[src/rtl/gha_pkg.sv]
// Shared constants for the generational handle allocator.
`timescale 1ns / 1ps
`default_nettype none
package gha_pkg;

  // Default pool shape.
  localparam int CAPACITY_DEF     = 256;
  localparam int VERSION_BITS_DEF = 16;

  // Fixed port widths.
  localparam int ACTION_W  = 2;
  localparam int SLOT_IO_W = 8;
  localparam int VER_IO_W  = 16;
  localparam int STATUS_W  = 2;

  // Width of one freed-map word that the scan looks at per cycle.
  localparam int SCAN_W   = 16;
  localparam int SCAN_BIT = 4;

  // Action codes.
  localparam logic [ACTION_W-1:0] ACT_CREATE = 2'd0;
  localparam logic [ACTION_W-1:0] ACT_REMOVE = 2'd1;
  localparam logic [ACTION_W-1:0] ACT_LOOKUP = 2'd2;

  // Status codes.
  localparam logic [STATUS_W-1:0] ST_OK        = 2'd0;
  localparam logic [STATUS_W-1:0] ST_FULL      = 2'd1;
  localparam logic [STATUS_W-1:0] ST_NEVER_ALC = 2'd2;

endpackage
`default_nettype wire

[src/rtl/generational_handle_allocator_top.sv]
// Generational handle allocator: slot/version handles with create, remove, lookup.
//
// One input channel carries an action (create, remove, lookup) with a slot and
// a version; one result channel returns a slot, the stored version, a hit flag
// and a status, exactly one result item per input item. Both use valid/ready.
// The block works on one item at a time and is not ready while it does.
// Steps from acceptance until the block is ready again:
//   create of a fresh slot, pool full, out of range, unused action: result out
//   remove or lookup of an allocated slot: version store read, update, result out
//   create that reuses a freed slot: freed-map scan over at most CAPACITY/16
//   16-bit words, then version store read, update, result out.
// The scan looks at one freed-map word per cycle through a shared 16-bit
// priority encoder; the version store has a registered read port.
// Reset clears the freed map, the freed count, the allocated count and all
// control state; the version store is not cleared, since a slot is only
// addressable after create has written it. When the receiver stalls, the
// finished result sits in the output register and the next result waits in
// its own register, so the block accepts one more item meanwhile.
`timescale 1ns / 1ps
`default_nettype none
module generational_handle_allocator_top #(
  parameter int CAPACITY     = gha_pkg::CAPACITY_DEF,
  parameter int VERSION_BITS = gha_pkg::VERSION_BITS_DEF
) (
  input  wire logic                           clk,
  input  wire logic                           rst_n,
  input  wire logic                           in_valid,
  output logic                                in_ready,
  input  wire logic [gha_pkg::ACTION_W-1:0]   in_action,
  input  wire logic [gha_pkg::SLOT_IO_W-1:0]  in_slot_in,
  input  wire logic [gha_pkg::VER_IO_W-1:0]   in_version_in,
  output logic                                out_valid,
  input  wire logic                           out_ready,
  output logic [gha_pkg::SLOT_IO_W-1:0]       out_slot_out,
  output logic [gha_pkg::VER_IO_W-1:0]        out_version_out,
  output logic                                out_hit,
  output logic [gha_pkg::STATUS_W-1:0]        out_status
);
  import gha_pkg::*;

  localparam int SLOT_W  = $clog2(CAPACITY);
  localparam int CNT_W   = $clog2(CAPACITY + 1);
  localparam int NWORD   = (CAPACITY + SCAN_W - 1) / SCAN_W;
  localparam int WIDX_W  = (NWORD > 1) ? $clog2(NWORD) : 1;
  localparam int MAP_W   = (1 << WIDX_W) * SCAN_W;
  localparam int CMP_W   = (CNT_W > SLOT_IO_W) ? CNT_W : SLOT_IO_W;
  localparam int VCMP_W  = (VERSION_BITS > VER_IO_W) ? VERSION_BITS : VER_IO_W;

  localparam logic [2:0] S_IDLE = 3'd0;
  localparam logic [2:0] S_SCAN = 3'd1;
  localparam logic [2:0] S_READ = 3'd2;
  localparam logic [2:0] S_UPD  = 3'd3;
  localparam logic [2:0] S_DONE = 3'd4;

  // Control state.
  logic [2:0]              state_r, state_nxt;
  logic [MAP_W-1:0]        freed_r, freed_nxt;
  logic [CNT_W-1:0]        freed_cnt_r, freed_cnt_nxt;
  logic [CNT_W-1:0]        used_r, used_nxt;
  logic [WIDX_W-1:0]       word_r, word_nxt;
  logic                    out_valid_r, out_valid_nxt;

  // Request and result holding registers.
  logic [ACTION_W-1:0]     act_r, act_nxt;
  logic [VER_IO_W-1:0]     req_ver_r, req_ver_nxt;
  logic [SLOT_W-1:0]       sel_r, sel_nxt;
  logic [SLOT_IO_W-1:0]    res_slot_r, res_slot_nxt;
  logic [VER_IO_W-1:0]     res_ver_r, res_ver_nxt;
  logic                    res_hit_r, res_hit_nxt;
  logic [STATUS_W-1:0]     res_status_r, res_status_nxt;
  logic [SLOT_IO_W-1:0]    out_slot_r, out_slot_nxt;
  logic [VER_IO_W-1:0]     out_ver_r, out_ver_nxt;
  logic                    out_hit_r, out_hit_nxt;
  logic [STATUS_W-1:0]     out_status_r, out_status_nxt;

  // Version store.
  logic [VERSION_BITS-1:0] ver_mem [CAPACITY];
  logic [VERSION_BITS-1:0] ver_rd_r;
  logic                    mem_we;
  logic [SLOT_W-1:0]       mem_waddr;
  logic [VERSION_BITS-1:0] mem_wdata;

  // Scan word and its priority encoder.
  logic [SCAN_W-1:0]       scan_word;
  logic [SCAN_BIT-1:0]     scan_pos;
  logic                    scan_any;
  logic [SLOT_W-1:0]       scan_slot;
  logic [VERSION_BITS-1:0] ver_inc;
  logic                    in_range;

  always_comb begin
    scan_word = freed_r[word_r*SCAN_W +: SCAN_W];
    scan_any  = |scan_word;
    scan_pos  = '0;
    for (int i = SCAN_W - 1; i >= 0; i--) begin
      if (scan_word[i]) begin
        scan_pos = SCAN_BIT'(i);
      end
    end
    scan_slot = SLOT_W'({word_r, scan_pos});
  end

  assign in_range = CMP_W'(in_slot_in) < CMP_W'(used_r);
  assign ver_inc  = ver_rd_r + VERSION_BITS'(1);

  // Sequencer.
  always_comb begin
    state_nxt      = state_r;
    freed_nxt      = freed_r;
    freed_cnt_nxt  = freed_cnt_r;
    used_nxt       = used_r;
    word_nxt       = word_r;
    act_nxt        = act_r;
    req_ver_nxt    = req_ver_r;
    sel_nxt        = sel_r;
    res_slot_nxt   = res_slot_r;
    res_ver_nxt    = res_ver_r;
    res_hit_nxt    = res_hit_r;
    res_status_nxt = res_status_r;
    out_valid_nxt  = out_valid_r;
    out_slot_nxt   = out_slot_r;
    out_ver_nxt    = out_ver_r;
    out_hit_nxt    = out_hit_r;
    out_status_nxt = out_status_r;
    mem_we         = 1'b0;
    mem_waddr      = sel_r;
    mem_wdata      = ver_inc;
    in_ready       = (state_r == S_IDLE);

    if (out_valid_r && out_ready) begin
      out_valid_nxt = 1'b0;
    end

    unique case (state_r)
      S_IDLE: begin
        if (in_valid) begin
          act_nxt        = in_action;
          req_ver_nxt    = in_version_in;
          res_slot_nxt   = '0;
          res_ver_nxt    = '0;
          res_hit_nxt    = 1'b0;
          res_status_nxt = ST_OK;
          state_nxt      = S_DONE;
          if (in_action == ACT_CREATE) begin
            if (freed_cnt_r != '0) begin
              word_nxt  = '0;
              state_nxt = S_SCAN;
            end else if (used_r != CNT_W'(CAPACITY)) begin
              // Fresh slot starts at version 1.
              mem_we       = 1'b1;
              mem_waddr    = SLOT_W'(used_r);
              mem_wdata    = VERSION_BITS'(1);
              used_nxt     = used_r + CNT_W'(1);
              res_slot_nxt = SLOT_IO_W'(used_r);
              res_ver_nxt  = VER_IO_W'(VERSION_BITS'(1));
            end else begin
              res_status_nxt = ST_FULL;
            end
          end else if (in_action == ACT_REMOVE || in_action == ACT_LOOKUP) begin
            res_slot_nxt = in_slot_in;
            if (in_range) begin
              sel_nxt   = SLOT_W'(in_slot_in);
              state_nxt = S_READ;
            end else begin
              res_status_nxt = ST_NEVER_ALC;
            end
          end
        end
      end
      S_SCAN: begin
        // One freed-map word per cycle; the lowest set bit wins.
        if (scan_any) begin
          sel_nxt              = scan_slot;
          freed_nxt[scan_slot] = 1'b0;
          freed_cnt_nxt        = freed_cnt_r - CNT_W'(1);
          state_nxt            = S_READ;
        end else begin
          word_nxt = word_r + WIDX_W'(1);
        end
      end
      S_READ: begin
        // Version store read of sel_r lands in ver_rd_r.
        state_nxt = S_UPD;
      end
      S_UPD: begin
        res_slot_nxt = SLOT_IO_W'(sel_r);
        res_ver_nxt  = VER_IO_W'(ver_rd_r);
        state_nxt    = S_DONE;
        if (act_r == ACT_CREATE) begin
          mem_we      = 1'b1;
          res_ver_nxt = VER_IO_W'(ver_inc);
        end else if (act_r == ACT_REMOVE) begin
          if (!freed_r[sel_r]) begin
            freed_nxt[sel_r] = 1'b1;
            freed_cnt_nxt    = freed_cnt_r + CNT_W'(1);
          end
        end else begin
          res_hit_nxt = !freed_r[sel_r] &&
                        (VCMP_W'(ver_rd_r) == VCMP_W'(req_ver_r));
        end
      end
      S_DONE: begin
        // Move the result into the output register once it is free.
        if (!out_valid_r || out_ready) begin
          out_valid_nxt  = 1'b1;
          out_slot_nxt   = res_slot_r;
          out_ver_nxt    = res_ver_r;
          out_hit_nxt    = res_hit_r;
          out_status_nxt = res_status_r;
          state_nxt      = S_IDLE;
        end
      end
      default: begin
        state_nxt = S_IDLE;
      end
    endcase
  end

  // Control registers.
  always_ff @(posedge clk) begin
    if (!rst_n) begin
      state_r     <= S_IDLE;
      freed_r     <= '0;
      freed_cnt_r <= '0;
      used_r      <= '0;
      word_r      <= '0;
      out_valid_r <= 1'b0;
    end else begin
      state_r     <= state_nxt;
      freed_r     <= freed_nxt;
      freed_cnt_r <= freed_cnt_nxt;
      used_r      <= used_nxt;
      word_r      <= word_nxt;
      out_valid_r <= out_valid_nxt;
    end
  end

  // Payload registers.
  always_ff @(posedge clk) begin
    act_r        <= act_nxt;
    req_ver_r    <= req_ver_nxt;
    sel_r        <= sel_nxt;
    res_slot_r   <= res_slot_nxt;
    res_ver_r    <= res_ver_nxt;
    res_hit_r    <= res_hit_nxt;
    res_status_r <= res_status_nxt;
    out_slot_r   <= out_slot_nxt;
    out_ver_r    <= out_ver_nxt;
    out_hit_r    <= out_hit_nxt;
    out_status_r <= out_status_nxt;
  end

  // Version store: one write port, one registered read port.
  always_ff @(posedge clk) begin
    if (mem_we) begin
      ver_mem[mem_waddr] <= mem_wdata;
    end
    ver_rd_r <= ver_mem[sel_r];
  end

  assign out_valid       = out_valid_r;
  assign out_slot_out    = out_slot_r;
  assign out_version_out = out_ver_r;
  assign out_hit         = out_hit_r;
  assign out_status      = out_status_r;

endmodule
`default_nettype wire

[config.mk]
export PLATFORM = sky130hd
export DESIGN_NAME = generational_handle_allocator_top
export DESIGN_NICKNAME = d
export VERILOG_FILES = /design/src/rtl/gha_pkg.sv /design/src/rtl/generational_handle_allocator_top.sv
export SDC_FILE = /design/constraint.sdc
export NUM_CORES = 2
export LEC_CHECK = 0
export BUFFER_PORTS_ARGS = -buffer_cell sky130_fd_sc_hd__buf_2
export CAP_MARGIN = 20
export CORE_MARGIN = 5
export CORE_UTILIZATION = 50
export CTS_CLUSTER_DIAMETER = 30
export DETAILED_ROUTE_END_ITERATION = 16
export GPL_ROUTABILITY_DRIVEN = 0
export PLACE_DENSITY = 0.73
export SYNTH_ARGS = -nofsm -noshare
export SYNTH_HDL_FRONTEND = slang
export SYNTH_SLANG_ARGS = --single-unit
[constraint.sdc]
create_clock -name clk -period 23.4 [get_ports clk]
set_input_delay 3.51 -clock clk [delete_from_list [all_inputs] [get_ports clk]]
set_output_delay 3.51 -clock clk [all_outputs]
set_load 0.02 [all_outputs]
Word-level counts from Yosys, hierarchy flattened --
Memory sizes are Yosys's and may differ from the RTL's. A register that Yosys moved wholly into a read port is not among the register bits. Cells that the tools add are included.
Storage, ports and cells: bits in registers 362, latch bits 0, memory bits (writable) 4096, ROM bits 0, input port bits 30, output and inout bits 29, memories 1
Operators by class: add/sub/neg operators 5, multiply operators 0, divide/modulo/power cells 0, magnitude comparators 5, eq/ne operators 22, shift-type cells 1, muxes and demuxes 93, bitwise operators 4, reductions and logical operators 25
Memories:
- ver_mem | words 256, width 16, rd ports 1, clocked after Yosys merged registers in 1, write ports 1, line generational_handle_allocator_top.sv:77 | logic [VERSION_BITS-1:0] ver_mem [CAPACITY];
Operators with widths (number):
- $mux 256 | 4
- $pmux 256 s2 | 1
- $and 256x256->256 | 1
- $not 256->256 | 1
- $or 256x256->256 | 1
- $shiftx 256x9->16 | 1
- $mux 8 | 15
- $mux 16 | 7
- $mux 4 | 20
- $mux 9 | 4
- $pmux 16 s2 | 1
- $pmux 8 s2 | 2
- $mux 1 | 21
- $mux 3 | 7
- $add 9x1->9 const B | 2
- $lt 8x9->1 const B | 2
- $ne 2x2->1 const B | 9
- $pmux 9 s2 | 1
- $add 16x1->16 const B | 1
- $demux 1 s8 | 2
- $eq 16x16->1 | 1
- $ge 8x1->1 const B | 2
- $reduce_or 16->1 | 1
- $pmux 3 s5 | 1
- other kinds (27) | 47

Longest topological paths before layout --
word-level depth 25, gate-level depth with buffers 17

Least setup slack after synthesis --
No wires, ideal clock.
kind input port to flip-flop, start point in in_valid, end point mem ver_mem[0][14] in the netlist's numbering (data pin), library setup time 1.573 ns, data arrival time 11.653 ns, required time 21.827 ns, setup slack 10.174 ns, cell stages on the path 7, cell sequence nand2_1 -> inv_1 -> and2_1 -> clkbuf_1 -> clkbuf_1 -> clkbuf_1 -> a21oi_1
On the way: longest elaborated chain between the ends 2
RTL lines:
- from (decl) | line generational_handle_allocator_top.sv:27 | input wire logic in_valid,
- $mux 16 | line generational_handle_allocator_top.sv:136 | if (in_valid) begin
- $mux 16 | line generational_handle_allocator_top.sv:134 | unique case (state_r)
- via mem_wdata[14] | line generational_handle_allocator_top.sv:81 | logic [VERSION_BITS-1:0] mem_wdata;
- to (decl) | line generational_handle_allocator_top.sv:77
The timed path passes the listed nets, and every way through them passes these cells.

Final worst setup path --
start point in in_action[0] in the netlist's numbering, end point mem ver_mem[221][8] in the netlist's numbering (data pin)
On the way: longest elaborated chain between the ends 4
RTL lines:
- from (decl) | line generational_handle_allocator_top.sv:29 | input wire logic [gha_pkg::ACTION_W-1:0] in_action,
- $logic_not 2->1 | line generational_handle_allocator_top.sv:144 | if (in_action == ACT_CREATE) begin
- $mux 16 | line generational_handle_allocator_top.sv:144
- $mux 16 | line generational_handle_allocator_top.sv:136
- $mux 16 | line generational_handle_allocator_top.sv:134
- via mem_wdata[8] | line generational_handle_allocator_top.sv:81
The timed path passes the listed nets, and every way through them passes these cells.

==> qor.csv <==
stage,metric,value,unit
finish,most frequent cells in the layout,"edfxtp_1 (4176), mux4_2 (1457), clkbuf_16 (680)",
synth,Syn Area/Cell,21.69,µm²
finish,final net count,8689,
critical_path,CP bufs+invs,6,
placement,Port Buffers,58,
global_routing,vias in the first global route,94200,
timing,TNS Setup,0,ps
synth,largest family of logic cells by synthesized area,multiplexers,
critical_path,FF-to-FF setup slack,16310,ps
pwr,Sw Share,25.09,%
timing,fin. max-slew vios,20,
timing,"Hold Vio Cnt, Final",0,
pwr,Gate power share,9.1,%
placement,Detail Placement HPWL,282300,µm
synth,sequential fraction of the synthesis area,74.37,%
clock_network,H-tree Lvls,6,
min_path,worst min path class,flip-flop to flip-flop,
timing,Highest Clock Rate,125.7,MHz
critical_path,CP Launch Point,in_action[0],
critical_path,critical path class,input pin to flip-flop,
detailed_routing,Remaining DRCs,0,
detailed_routing,TritonRoute pass-1 iters,9,
timing,hold_ws,415.5,ps
critical_path,most frequent CP cell,buf_4,
critical_path,Worst EP required,24080,ps
floorplan,Core Rows,218,
synth,Post-synth ARST share,0,%
synth,Synth Register Bits,4474,
synth,Synth Area in Simple Gates,1.984,%
pwr,Clk pwr share,47.5,%
synth,xor/xnor share of the synthesized area,0.3074,%
clock_network,CTS sink count,4474,
critical_path,startpoint types,input pin,
clock_network,clk_lat worst skew,1070,ps
timing,Final min period,7958,ps
detailed_routing,DRT antenna net count,0,
global_routing,initial antenna violation count,38,
clock_network,CTS tree,done,
clock_network,Max clock buf depth,4,
timing,post-route setup slack,15440,ps
min_path,WHS Path Cells,0,
detailed_routing,vias per cell,6.731,
detailed_routing,wire length per cell,36.21,µm
floorplan,io pins,59,
synth,mux cell area share after synthesis,18.82,%
synth,synth top area cells,"edfxtp_1 (71%), mux4_2 (19%), dfxtp_1 (3.4%)",
detailed_routing,Via Count,94030,
clock_network,Worst-path clk slew,50,ps
critical_path,CP max stage cell,buf_4,
detailed_routing,Initial DRC Count,16110,
pwr,Peak supply drop,0.1146,mV
critical_path,Crit. path cell count,10,
critical_path,CP max FO,80,
critical_path,Crit path arrival time,8640,ps
global_routing,grt ovf,0,
pwr,Flop pwr share,43.4,%
synth,number of synthesized flops with an enable pin,4176,
timing,final worst path period share,34.01,%
min_path,hold endpoint,out_version_out[6]$_DFFE_PP_,
run_status,status,"finished, violations left",
floorplan,Initial Util,50.13,%
detailed_routing,Post-Route WL,505900,µm
critical_path,R2R cell count,10,
clock_network,post-CTS resize count,0,
finish,"Area growth, synth to finish",17.35,%
global_routing,Total Routing Usage GR,27.44,%
timing,Final setup viols,0,
run_status,violated checks,slew limit,
critical_path,cell family contributing the most delay on the critical path,buffers and inverters,
clock_network,Num CTS Buffers,675,
finish,"leading cell type in the layout, fill and taps excluded",edfxtp_1,
clock_network,CTS Root Cell,clkbuf_16,
critical_path,"critical path, cell by cell",buf_2 -> inv_1 -> ha_1 -> and3_1 -> and2_2 -> buf_4 -> nor2_4 -> buf_4 -> buf_4 -> buf_4,
pwr,P_int,16.36,mW
synth,synthesized instance count,8143,
timing,Final Skew,63.65,ps
job,max-cap viol count,0,
pwr,PwrDens,105.4,nW/µm²
floorplan,die height,604.4,µm
critical_path,largest incremental delay on the critical path,970,ps
synth,post-synthesis adder-cell area fraction,0.1672,%
critical_path,r2r startpoint,sel_r[0]$_DFFE_PP_,
pwr,Pleak,65.10,nW
synth,Mapped Nets,8196,
global_routing,largest net degree at the start of global routing,209,
critical_path,Reg-to-Reg End,ver_rd_r[0]$_DFF_P_,
synth,Compound-Gate Fraction of Synth Area,2.784,%
floorplan,core area,352400,µm²
pwr,Power Total,21.84,mW
global_routing,first-pass GRT wire length,716700,µm
synth,Ys Warns,0,
synth,Synth Cell Area,176600,µm²
finish,fraction of layout cells with a size suffix above 1,35.06,%
critical_path,Crit. End Element,flip-flop,
timing,RSZ-0062 raised after global routing,no,
synth,Synth area leader,edfxtp_1,
placement,pre-CTS WS,14550,ps
floorplan,die area,365300,µm²
clock_network,Hold Buf Count CTS,0,
timing,Slew headroom,-1.481,%
synth,Post-synth top flop,edfxtp_1,
synth,Netlist cell types,75,
floorplan,Die X,604.4,µm
clock_network,postcts setup bufs,0,
min_path,hold path start,res_ver_r[6]$_SDFFCE_PN0P_,
pwr,Sw Pwr,5.480,mW
synth,post-synth top area share,70.99,%
timing,Slew @ Worst Pin,1522,ps
## Yosys cell counts, types with 37 or more instances
library cell,count
buf_4,48
mux2i_1,37
a21oi_1,238
dfxtp_1,298
buf_1,56
mux4_2,1457
a211oi_1,166
a22oi_1,52
edfxtp_1,4176
o21ai_0,40
a211oi_2,45
nand2_1,156
clkbuf_1,239
buf_2,191
a31oi_1,52
nor2_1,408
nor3_1,42
## flip-flops by register name, summed over array words and instances, names as in the netlist, 9 cells and up
register / flops
out_version_out: 16
ver_rd_r: 16
freed_r: 256
used_r: 9
req_ver_r: 16
res_ver_r: 16
freed_cnt_r: 9
ver_mem: 4096
## layer usage
metal  vias up  share of wire, %  global-route usage, %
met2      7572                48                  43.14
met5         -             0.028                      0
met4        20               6.1                  14.14
met1     49340                34                  35.95
li1      35700                 -                      -
met3      1385                12                  6.774
## metrics by stage
step                std cells  util [%]  cell area, µm²
global route            13950     58.81          207200
floorplan                8143         -          176600
finish                  13970     58.82          207300
detailed placement      12680     52.04          183400
global placement        12670     51.99          183200
CTS                     13940     58.73          207000
## logic make-up (layout without fill, tap and decap cells)
kind of cell,count (synthesis),in the layout
buf+inv,582,1658
fa+ha+maj,23,23
mux,1500,1500
compound gates,708,708
simple gates,794,794
flops,4474,4474
other cells,0,20
xor+xnor,62,62
## how the worst max path moves through the flow
stage | endpoint | slack, ps
floorplan | ver_mem[0][14]$_DFFE_PP_ | 10170
global placement | ver_mem[220][8]$_DFFE_PP_ | 14800
detailed placement | ver_mem[220][8]$_DFFE_PP_ | 14550
CTS | ver_mem[221][8]$_DFFE_PP_ | 15600
global route | ver_mem[221][8]$_DFFE_PP_ | 15330
finish | ver_mem[221][8]$_DFFE_PP_ | 15440
## layout make-up
cell class                 instances  area, µm²
sequential                      4474     131400
timing repair buffer             370       3133
inverter                          28      125.1
clock inverter                   494       6198
tap                             4730       5918
fill                           23790     145100
antenna                           20      50.05
clock buffer                     766      17390
multi-input combinational       3087      43100
## power by group through the flow
stage	Combinational, mW	Clock, mW	Sequential [mW]
after floorplan	0.976	0	9.81
after global placement	1.86	0	9.63
after detailed placement	1.94	0	9.64
after CTS	1.96	10.4	9.48
after global routing	2.04	10.8	9.47
final	1.99	10.4	9.49
Note: power is estimated with default switching activity, not from simulation.
